`src/sv/geiq_pkg.sv`:
```
`timescale 1ns / 1ps
// ----------------------------------------------------------------------------
// geiq_pkg
// Types and constants shared by the GPIO edge interrupt qualifier.
// ----------------------------------------------------------------------------
package geiq_pkg;

  localparam int PIN_W    = 8;
  localparam int MASK_W   = 32;
  localparam int TIME_W   = 32;
  localparam int DEB_W    = 16;
  localparam int FPIN_W   = 5;
  localparam int CFG_IDX_W = 3;
  localparam int CFG_DAT_W = 32;

  localparam logic [CFG_IDX_W-1:0] CFG_GLOBAL_ENABLE   = 3'd0;
  localparam logic [CFG_IDX_W-1:0] CFG_PIN_ENABLE_MASK = 3'd1;
  localparam logic [CFG_IDX_W-1:0] CFG_RISING_MASK     = 3'd2;
  localparam logic [CFG_IDX_W-1:0] CFG_FALLING_MASK    = 3'd3;
  localparam logic [CFG_IDX_W-1:0] CFG_DEBOUNCE_MS     = 3'd4;

  typedef struct packed {
    logic [PIN_W-1:0]  pin_number;
    logic              new_level;
    logic [TIME_W-1:0] time_ms;
  } in_item_t;

  typedef struct packed {
    logic              fire;
    logic [FPIN_W-1:0] fired_pin;
    logic              edge_kind;
  } out_item_t;

  typedef struct packed {
    logic              global_enable;
    logic [MASK_W-1:0] pin_enable_mask;
    logic [MASK_W-1:0] rising_mask;
    logic [MASK_W-1:0] falling_mask;
    logic [DEB_W-1:0]  debounce_ms;
  } cfg_t;

  typedef struct packed {
    logic              candidate;
    logic              both;
    logic [FPIN_W-1:0] pin;
    logic              level;
    logic [TIME_W-1:0] time_ms;
  } cls_item_t;

endpackage

```
`src/sv/geiq_queue.sv`:
```
`timescale 1ns / 1ps
// ----------------------------------------------------------------------------
// geiq_queue
// Small register queue with push/full and pop/empty sides.
// ----------------------------------------------------------------------------
module geiq_queue #(
  parameter type item_t = logic,
  parameter int  DEPTH  = 2
) (
  input  logic  clk,
  input  logic  rst,
  input  logic  push,
  input  item_t din,
  output logic  full,
  input  logic  pop,
  output item_t dout,
  output logic  empty
);

  localparam int PW = (DEPTH > 1) ? $clog2(DEPTH) : 1;
  localparam int CW = $clog2(DEPTH + 1);
  localparam logic [PW-1:0] LAST = PW'(DEPTH - 1);
  localparam logic [CW-1:0] FULL_CNT = CW'(DEPTH);

  item_t         mem [DEPTH];
  logic [PW-1:0] wr_ptr;
  logic [PW-1:0] rd_ptr;
  logic [CW-1:0] count;
  logic          do_push;
  logic          do_pop;

  assign full    = (count == FULL_CNT);
  assign empty   = (count == '0);
  assign do_push = push && !full;
  assign do_pop  = pop && !empty;
  assign dout    = mem[rd_ptr];

  always_ff @(posedge clk) begin
    if (rst) begin
      wr_ptr <= '0;
      rd_ptr <= '0;
      count  <= '0;
    end else begin
      if (do_push) begin
        wr_ptr <= (wr_ptr == LAST) ? '0 : wr_ptr + 1'b1;
      end
      if (do_pop) begin
        rd_ptr <= (rd_ptr == LAST) ? '0 : rd_ptr + 1'b1;
      end
      case ({do_push, do_pop})
        2'b10:   count <= count + 1'b1;
        2'b01:   count <= count - 1'b1;
        default: count <= count;
      endcase
    end
  end

  always_ff @(posedge clk) begin
    if (do_push) begin
      mem[wr_ptr] <= din;
    end
  end

endmodule

```
`src/sv/geiq_front.sv`:
```
`timescale 1ns / 1ps
// ----------------------------------------------------------------------------
// geiq_front
// Classify an event against enables and edge masks.
// ----------------------------------------------------------------------------
module geiq_front #(
  parameter int TABLE_DEPTH = 32
) (
  input  geiq_pkg::cfg_t      cfg,
  input  geiq_pkg::in_item_t  evt,
  output geiq_pkg::cls_item_t cls
);

  localparam logic [geiq_pkg::PIN_W-1:0] PIN_LIMIT = geiq_pkg::PIN_W'(TABLE_DEPTH);

  logic [geiq_pkg::FPIN_W-1:0] pin_lo;
  logic in_range;
  logic rise;
  logic fall;
  logic en;
  logic accept;

  always_comb begin
    pin_lo   = evt.pin_number[geiq_pkg::FPIN_W-1:0];
    in_range = (evt.pin_number < PIN_LIMIT);
    rise     = cfg.rising_mask[pin_lo];
    fall     = cfg.falling_mask[pin_lo];
    en       = cfg.pin_enable_mask[pin_lo];
    accept   = evt.new_level ? rise : fall;

    cls.candidate = cfg.global_enable && in_range && en && accept;
    cls.both      = rise && fall;
    cls.pin       = pin_lo;
    cls.level     = evt.new_level;
    cls.time_ms   = evt.time_ms;
  end

endmodule

```
`src/sv/geiq_back.sv`:
```
`timescale 1ns / 1ps
// ----------------------------------------------------------------------------
// geiq_back
// Apply both-edges and debounce checks against per-pin state; update state.
// ----------------------------------------------------------------------------
module geiq_back #(
  parameter int TABLE_DEPTH = 32
) (
  input  logic                 clk,
  input  logic                 rst,
  input  logic                 go,
  input  logic [geiq_pkg::DEB_W-1:0] debounce_ms,
  input  geiq_pkg::cls_item_t  cls,
  output geiq_pkg::out_item_t  res
);

  localparam int IW = (TABLE_DEPTH > 1) ? $clog2(TABLE_DEPTH) : 1;

  logic [geiq_pkg::TIME_W-1:0] last_event_time  [TABLE_DEPTH];
  logic                        last_fired_level [TABLE_DEPTH];

  logic [IW-1:0]               idx;
  logic                        want;
  logic                        deb_on;
  logic [geiq_pkg::TIME_W-1:0] diff;
  logic                        too_soon;
  logic                        fire;

  always_comb begin
    idx      = cls.pin[IW-1:0];
    want     = cls.candidate && (!cls.both || (cls.level != last_fired_level[idx]));
    deb_on   = (debounce_ms != '0);
    diff     = cls.time_ms - last_event_time[idx];
    too_soon = deb_on && (diff < {{(geiq_pkg::TIME_W - geiq_pkg::DEB_W){1'b0}}, debounce_ms});
    fire     = want && !too_soon;

    res.fire      = fire;
    res.fired_pin = cls.pin;
    res.edge_kind = cls.level;
  end

  always_ff @(posedge clk) begin
    if (rst) begin
      for (int i = 0; i < TABLE_DEPTH; i++) begin
        last_event_time[i]  <= '0;
        last_fired_level[i] <= 1'b0;
      end
    end else if (go) begin
      if (want && deb_on) begin
        last_event_time[idx] <= cls.time_ms;
      end
      if (fire && cls.both) begin
        last_fired_level[idx] <= cls.level;
      end
    end
  end

endmodule

```
`src/sv/gpio_edge_irq_qualifier.sv`:
```
`timescale 1ns / 1ps
// An accepted item is held in the middle queue, then passes the back stage, which
// applies the per-pin state update, into the output queue that drives the result ports.
// Throughput: one item per cycle when not stalled by a full output queue.
// Reset clears both queues, the per-pin time and level tables and the
// configuration (global enable set, masks and debounce zero); no clearing pass.
// ----------------------------------------------------------------------------
// gpio_edge_irq_qualifier
// Qualifies GPIO pin-change events into interrupt decisions with debounce.
// ----------------------------------------------------------------------------
module gpio_edge_irq_qualifier #(
  parameter int PIN_COUNT = 32
) (
  input  logic                                clk,
  input  logic                                rst,
  input  logic                                push,
  input  geiq_pkg::in_item_t                  evt,
  output logic                                full,
  output logic                                empty,
  input  logic                                pop,
  output geiq_pkg::out_item_t                 res,
  input  logic                                cfg_valid,
  output logic                                cfg_ready,
  input  logic [geiq_pkg::CFG_IDX_W-1:0]      cfg_index,
  input  logic [geiq_pkg::CFG_DAT_W-1:0]      cfg_data
);

  localparam int TABLE_DEPTH = (PIN_COUNT < 32) ? PIN_COUNT : 32;

  geiq_pkg::cfg_t      cfg;
  geiq_pkg::cls_item_t cls_in;
  geiq_pkg::cls_item_t cls_out;
  geiq_pkg::out_item_t back_res;
  logic                mid_empty;
  logic                out_full;
  logic                go;

  assign cfg_ready = 1'b1;

  always_ff @(posedge clk) begin
    if (rst) begin
      cfg.global_enable   <= 1'b1;
      cfg.pin_enable_mask <= '0;
      cfg.rising_mask     <= '0;
      cfg.falling_mask    <= '0;
      cfg.debounce_ms     <= '0;
    end else if (cfg_valid && cfg_ready) begin
      case (cfg_index)
        geiq_pkg::CFG_GLOBAL_ENABLE:   cfg.global_enable   <= cfg_data[0];
        geiq_pkg::CFG_PIN_ENABLE_MASK: cfg.pin_enable_mask <= cfg_data;
        geiq_pkg::CFG_RISING_MASK:     cfg.rising_mask     <= cfg_data;
        geiq_pkg::CFG_FALLING_MASK:    cfg.falling_mask    <= cfg_data;
        geiq_pkg::CFG_DEBOUNCE_MS:     cfg.debounce_ms     <= cfg_data[geiq_pkg::DEB_W-1:0];
        default: ;
      endcase
    end
  end

  geiq_front #(
    .TABLE_DEPTH(TABLE_DEPTH)
  ) u_front (
    .cfg (cfg),
    .evt (evt),
    .cls (cls_in)
  );

  geiq_queue #(
    .item_t(geiq_pkg::cls_item_t),
    .DEPTH (2)
  ) u_mid_q (
    .clk   (clk),
    .rst   (rst),
    .push  (push),
    .din   (cls_in),
    .full  (full),
    .pop   (go),
    .dout  (cls_out),
    .empty (mid_empty)
  );

  assign go = !mid_empty && !out_full;

  geiq_back #(
    .TABLE_DEPTH(TABLE_DEPTH)
  ) u_back (
    .clk         (clk),
    .rst         (rst),
    .go          (go),
    .debounce_ms (cfg.debounce_ms),
    .cls         (cls_out),
    .res         (back_res)
  );

  geiq_queue #(
    .item_t(geiq_pkg::out_item_t),
    .DEPTH (2)
  ) u_out_q (
    .clk   (clk),
    .rst   (rst),
    .push  (go),
    .din   (back_res),
    .full  (out_full),
    .pop   (pop),
    .dout  (res),
    .empty (empty)
  );

endmodule
```
`config.mk`:
```
export PLATFORM = sky130hd
export DESIGN_NAME = gpio_edge_irq_qualifier
export DESIGN_NICKNAME = d
export VERILOG_FILES = /design/src/sv/geiq_pkg.sv /design/src/sv/geiq_queue.sv /design/src/sv/geiq_front.sv /design/src/sv/geiq_back.sv /design/src/sv/gpio_edge_irq_qualifier.sv
export SDC_FILE = /design/constraint.sdc
export NUM_CORES = 2
export LEC_CHECK = 0
export BUFFER_PORTS_ARGS = -buffer_cell sky130_fd_sc_hd__buf_2
export CAP_MARGIN = 15
export CELL_PAD_IN_SITES_DETAIL_PLACEMENT = 1
export CELL_PAD_IN_SITES_GLOBAL_PLACEMENT = 1
export CORE_MARGIN = 10
export CORE_UTILIZATION = 57
export CTS_CLUSTER_DIAMETER = 50
export CTS_CLUSTER_SIZE = 12
export DETAILED_ROUTE_END_ITERATION = 12
export PLACE_DENSITY = 0.86
export SYNTH_ARGS = -nofsm -noshare
export SYNTH_HDL_FRONTEND = slang
export SYNTH_SLANG_ARGS = --single-unit
```
`constraint.sdc`:
```
create_clock -name clk -period 17.3 [get_ports clk]
set_clock_uncertainty 0.1 [all_clocks]
set_input_delay 2.595 -clock clk [delete_from_list [all_inputs] [get_ports clk]]
set_output_delay 2.595 -clock clk [all_outputs]
set_load 0.01 [all_outputs]
```
Yosys cells after proc, flatten, opt, wreduce, memory -nomap -nowiden
Memory sizes are Yosys's and may differ from the RTL's. A register that Yosys moved wholly into a read port is not among the register bits.
Index checks and enable logic that the tools add are counted.
{ "op_classes": {"n_addsub": 9, "n_reduce_logical": 34, "n_mux": 37, "eq_ne": 11, "magnitude_cmp": 3} }
{ "ops": {"columns": ["op", "count"], "rows": [
  ["< comparator 32 x 16 -> 1 bit", 1],
  ["2-to-1 mux 32 bit", 1],
  ["OR reduction 32 bit", 1],
  ["subtractor 32 bit", 1],
  ["2-to-1 mux 1 bit", 29],
  ["nonzero test 16 bit", 1],
  ["binary-select mux 1 bit (select 5 bit)", 3],
  ["logical AND 1 bit", 14],
  ["2-to-1 mux 5 bit", 2],
  ["AND reduction 2 bit", 5],
  ["equality test 2 bit, second input constant", 4],
  ["< comparator 8 x 6 -> 1 bit, second input constant", 1],
  ["one-hot mux 2 bit (2 select lines)", 2],
  ["equality test 3 x 2 -> 1 bit, second input constant", 2],
  ["zero test 1 bit", 6],
  ["< comparator 5 x 6 -> 1 bit, second input constant", 1],
  ["adder 1 bit, second input constant", 4],
  ["adder 2 x 1 -> 2 bit, second input constant", 2],
  ["equality test 2 x 1 -> 1 bit, second input constant", 2],
  ["zero test 2 bit", 2],
  ["nonzero test 2 bit", 2],
  ["subtractor 2 x 1 -> 2 bit, second input constant", 2],
  ["equality test 3 x 1 -> 1 bit, second input constant", 1],
  ["equality test 3 bit, second input constant", 1],
  ["4 further kinds", 4]
]} }
{ "word_totals": {"reg_bits": 121, "output_inout_bits": 10, "wordCells": 109, "ram_bits": 1150, "n_memories": 4} }
{ "mem_list": {"columns": ["memory", "depth", "width", "read_ports", "rd_ports_with_merged_regs", "write_ports", "line", "text"], "rows": [
  ["u_back.last_event_time", 32, 32, 1, 0, 32, "geiq_back.sv:19", "logic [geiq_pkg::TIME_W-1:0] last_event_time [TABLE_DEPTH];"],
  ["u_mid_q.mem", 2, 40, 1, 1, 1, "geiq_queue.sv:25", "item_t mem [DEPTH];"],
  ["u_back.last_fired_level", 32, 1, 1, 0, 32, "geiq_back.sv:20", "logic last_fired_level [TABLE_DEPTH];"],
  ["u_out_q.mem", 2, 7, 1, 1, 1, "geiq_queue.sv:25", null]
]} }

Depth between registers and ports, before layout
An unclocked memory read counts as a cell.
{ "depth": {"word_depth": 13, "depth_mapped": 31, "depth_no_buf": 25} }

By module
Synthesis repeated with hierarchy kept, for this count alone.
{ "unflattened": {"cells_unflattened": 4140, "hier_area_um2": 59889.9} }
{ "by_module_without_submodules": {"columns": ["mod", "area_per_inst_um2", "cells_each", "instances", "seq_area_each_um2"], "rows": [
  ["geiq_back", 50417.1, 3447, 1, 31710.4],
  ["gpio_edge_irq_qualifier", 4586.9, 411, 1, 2262.2],
  ["geiq_queue (u_mid_q)", 3096.7, 150, 1, 2502.4],
  ["geiq_front", 1062.3, 84, 1, 0.0],
  ["geiq_queue (u_out_q)", 726.9, 48, 1, 520.5]
]} }

Worst setup path after synthesis
Ideal clock, no wire load.
{ "synth_path": {"path_type": "reg2reg", "startpoint": "register (tool-made name)", "endpoint": "memory u_back.last_fired_level[0] (data pin)", "period_less_slack_ns": 6.495, "t_required_ns": 16.930, "setup_time_ns": 0.270, "setup_slack_ns": 10.805, "path_stages_with_launch": 31, "t_arrival_ns": 6.124, "cell_sequence": "dfxtp_1 buf_2 mux2i_4 inv_4 buf_2 buf_2 buf_2 buf_2 mux4_2 o22ai_1 nor4_1 ha_1 fa_1 nor2b_1 o2111a_1 or2_2 nand2_1 o211ai_1 a21o_1 a21oi_1 xnor2_1 ha_1 nand4_1 a21oi_1 a211oi_1 nand3_1 a2111oi_2 nand4_1 nor4_2 buf_2 a21oi_1"} }
{ "synth_rtl": {"columns": ["item", "line"], "rows": [
  ["end: declaration", "geiq_back.sv:20"]
]} }

==> impl_metrics.yaml <==
logic_synthesis:
  synth_edf_count: 1150
  yosysSeqAreaShare_pct: 65.39
  synth.most_common_cell: "edfxtp_1"
  synth.top_cell.area_share_pct: 61.04
  ys_ff_latch: 1273
  yosys_warnings: 0
  synthFlopType: "edfxtp_1"
  synthTopCellsByArea: "edfxtp_1 (61%), mux4_2 (11%), nor2_1 (7.2%), dfxtp_1 (4.4%), nand2_1 (2.1%)"
  synth_top_cell_by_area: "edfxtp_1"
  synth_commonest_cells: "edfxtp_1 (1150), nor2_1 (1081), nand2_1 (312), mux4_2 (285), clkbuf_1 (223)"
  syn_nets: 4376
  syn_inst: 4246
  synthArstFlopShare_pct: 0
  avgSynthCellArea_um2: 13.33
  synth_cell_types: 80
  synth_area_um2: 56580
sta:
  setup_viol_count_final: 0
  finalHoldViolCount: 0
  slew_violations: 0
  period_needed_ns: 9.740
  min_period_over_period_pct: 56.30
  maxSlewHeadroom_pct: 6.896
  rsz0062_at_grt: "no"
  setup_slack_ns: 7.560
  fin_setup_tns_ns: 0
  worstMarginPinSlew_ns: 1.397
  max_freq_mhz: 102.7
worst_setup_path:
  path_depth: 26
  critical_path.most_common_cell: "buf_4"
  r2r_end: "u_back.last_fired_level[31]"
  r2r_cells: 26
  cp_slowest_cell: "mux2_8"
  cp.buffers_inverters: 4
  required_ns: 17.69
  path_class: "register to register"
  endpoint: "u_back.last_fired_level[31]"
  start_kind: "register"
  r2r_slack_ns: 7.56
  max_stage_delay_ns: 0.83
  worstPathArrival_ns: 10.13
  crit_family: "buffers and inverters"
  critPathCaptureType: "register"
  critPathMaxFanout: 83
drt:
  first_iter_violations: 7209
  via_per_inst: 7.276
  remaining_drc_errors: 0
  wl_per_cell_um: 36.84
  vias: 40590
  drt-total-wl_um: 205500
  ant_nets: 0
  firstDrtPassIters: 6
min_path:
  hold_path.class: "register to register"
global_routing:
  grt_use_total_pct: 36.23
  grt_overflow: 0
  grt_pass1_wl_um: 293800
  grt_pass1_vias: 42460
  grt_max_degree: 112
  antenna_found_initial: 21
layout:
  utilization_pct: 63.76
  ff_latch_area_um2: 37000
  drive_above_1_share_pct: 18.35
  areaGrowthSynthToFinish_pct: 10.91
  fillCellCount: 9027
  multi_input_area_um2: 18260
  final_nets: 4350
pwr:
  power_leakage_nw: 22.45
  report.power.total_w: 0.009341
  vdd_ir_drop_max_v: 0.0001274
  powerDensity_nw_per_um2: 148.9
clock_tree:
  numCtsBuffers: 137
  postCtsSetupBuffers: 0
  clock_path_buffers: 3
  cts_tree: "yes"
  clk_latency_ns: 0.78
  root_buffer: "clkbuf_16"
  cts_max_level: 4
  post_cts_resized: 0
  path_clk_slew_ns: 0.07
  ctsHoldBuffers: 0
  cts_sinks: 1273
floorplanning:
  die_w_um: 335.1
  die_y_um: 335.1
  placementRows: 115
  io_pins: 91
  coreArea_um2: 98420
  start_util_pct: 57.49
  dieArea_um2: 112300
placed_design:
  hpwl_um: 114200
  portBuffers: 89
  pre_cts_ws_ns: 8.173
  gp_congestion: 0.9576
flow_run:
  maxCapViolCount: 0
outcome:
  status: "finished clean"
cell families (layout without fill, tap and decap cells):
| kind of cell | count (synthesis) | count (layout) | share of synthesized area, % |
|---|---|---|---|
| compound gates | 475 | 475 | 5.431 |
| xor+xnor | 28 | 28 | 0.4334 |
| fa+ha+maj | 49 | 49 | 1.097 |
| buf+inv | 442 | 480 | 3.375 |
| flops | 1273 | 1273 | 65.39 |
| mux | 342 | 342 | 12.40 |
| other cells | 1 | 9 | 0.006628 |
| simple gates | 1636 | 1636 | 11.87 |
power by group:
part	switching (W)	internal, W	total [W]
Clock	0.00125	0.00158	0.00283
Combinational	0.00193	0.000982	0.00291
Sequential	0.0000968	0.00350	0.00360
worst min path at each step:
| stage | from | end | slack (ns) | cells after the start |
|---|---|---|---|---|
| final | cfg[22] | cfg[22] | 0.35 | 2 |
| after global routing | cfg[54] | cfg[54] | 0.38 | 2 |
| after global placement | cfg[79] | cfg[79] | 0.34 | 2 |
| after CTS | cfg[110] | cfg[110] | 0.35 | 2 |
| after floorplan | cfg[102] | cfg[102] | 0.33 | 2 |
| after detailed placement | cfg[110] | cfg[110] | 0.35 | 2 |
cell usage in the layout (no fill, tap or decap), types with 88 or more instances in the layout:
cell          n
dfxtp_1     122
edfxtp_1   1150
nor2_1     1078
buf_2        88
mux4_2      285
clkbuf_16   143
buf_4       113
a21oi_1     201
nand3_1      90
nand2_1     312
state kept, by name, indices dropped and copies added, names as in the netlist, 2 cells and up, named ones only:
| signal | count |
|---|---|
| u_out_q.mem | 14 |
| u_back.last_event_time | 1024 |
| cfg | 113 |
| u_back.last_fired_level | 32 |
| u_mid_q.mem | 80 |
| u_mid_q.count | 2 |
| u_out_q.count | 2 |
stage by stage:
stage               hold slack, ns  cell area, um2  std cells
CTS                         0.3545           62550       5562
finish                      0.3542           62750       5579
global route                0.3798           62750       5576
detailed placement          0.3468           58460       5359
floorplan                   0.3331           56580       4246
global placement            0.3382           58440       5358
worst register-to-register path, cell delays in order (launching register included):
cell and delay (ns):
dfxtp_4 0.80, mux2_8 0.89, buf_4 0.88, buf_4 0.82
buf_4 0.65, mux4_2 0.43, a22oi_1 0.26, nand3_1 0.24
nor2_1 0.19, ha_1 0.27, a21o_1 0.17, nor3_1 0.05
a211oi_1 0.53, o21a_1 0.26, nor2_1 0.10, o21ai_0 0.21
xor2_1 0.18, ha_1 0.26, nand4_1 0.12, a21oi_1 0.06
a211oi_1 0.24, nand3_1 0.15, a2111oi_2 0.43, nand4b_1 0.20
nor4_4 0.33, buf_4 0.45, o21bai_1 0.20
area by class of cell:
cell class              instances  share of cell area [%]
diodes                          8                 0.03190
multi-input cells            2531                   29.09
repair buffers                212                   2.429
flip-flops and latches       1273                   58.96
clock inverters                44                  0.6679
well taps                    1287                   2.566
inverters                      65                  0.4147
clock buffers                 159                   5.836
routing by layer:
layer	GRT usage [%]	up-vias	part of all wire, %
li1	-	15430	-
met1	43.65	20330	32
met2	57.25	3848	47
met3	11.29	967	14
met4	21.58	16	6.7
met5	0	-	0.061
Note: power is estimated with default switching activity, not from simulation.
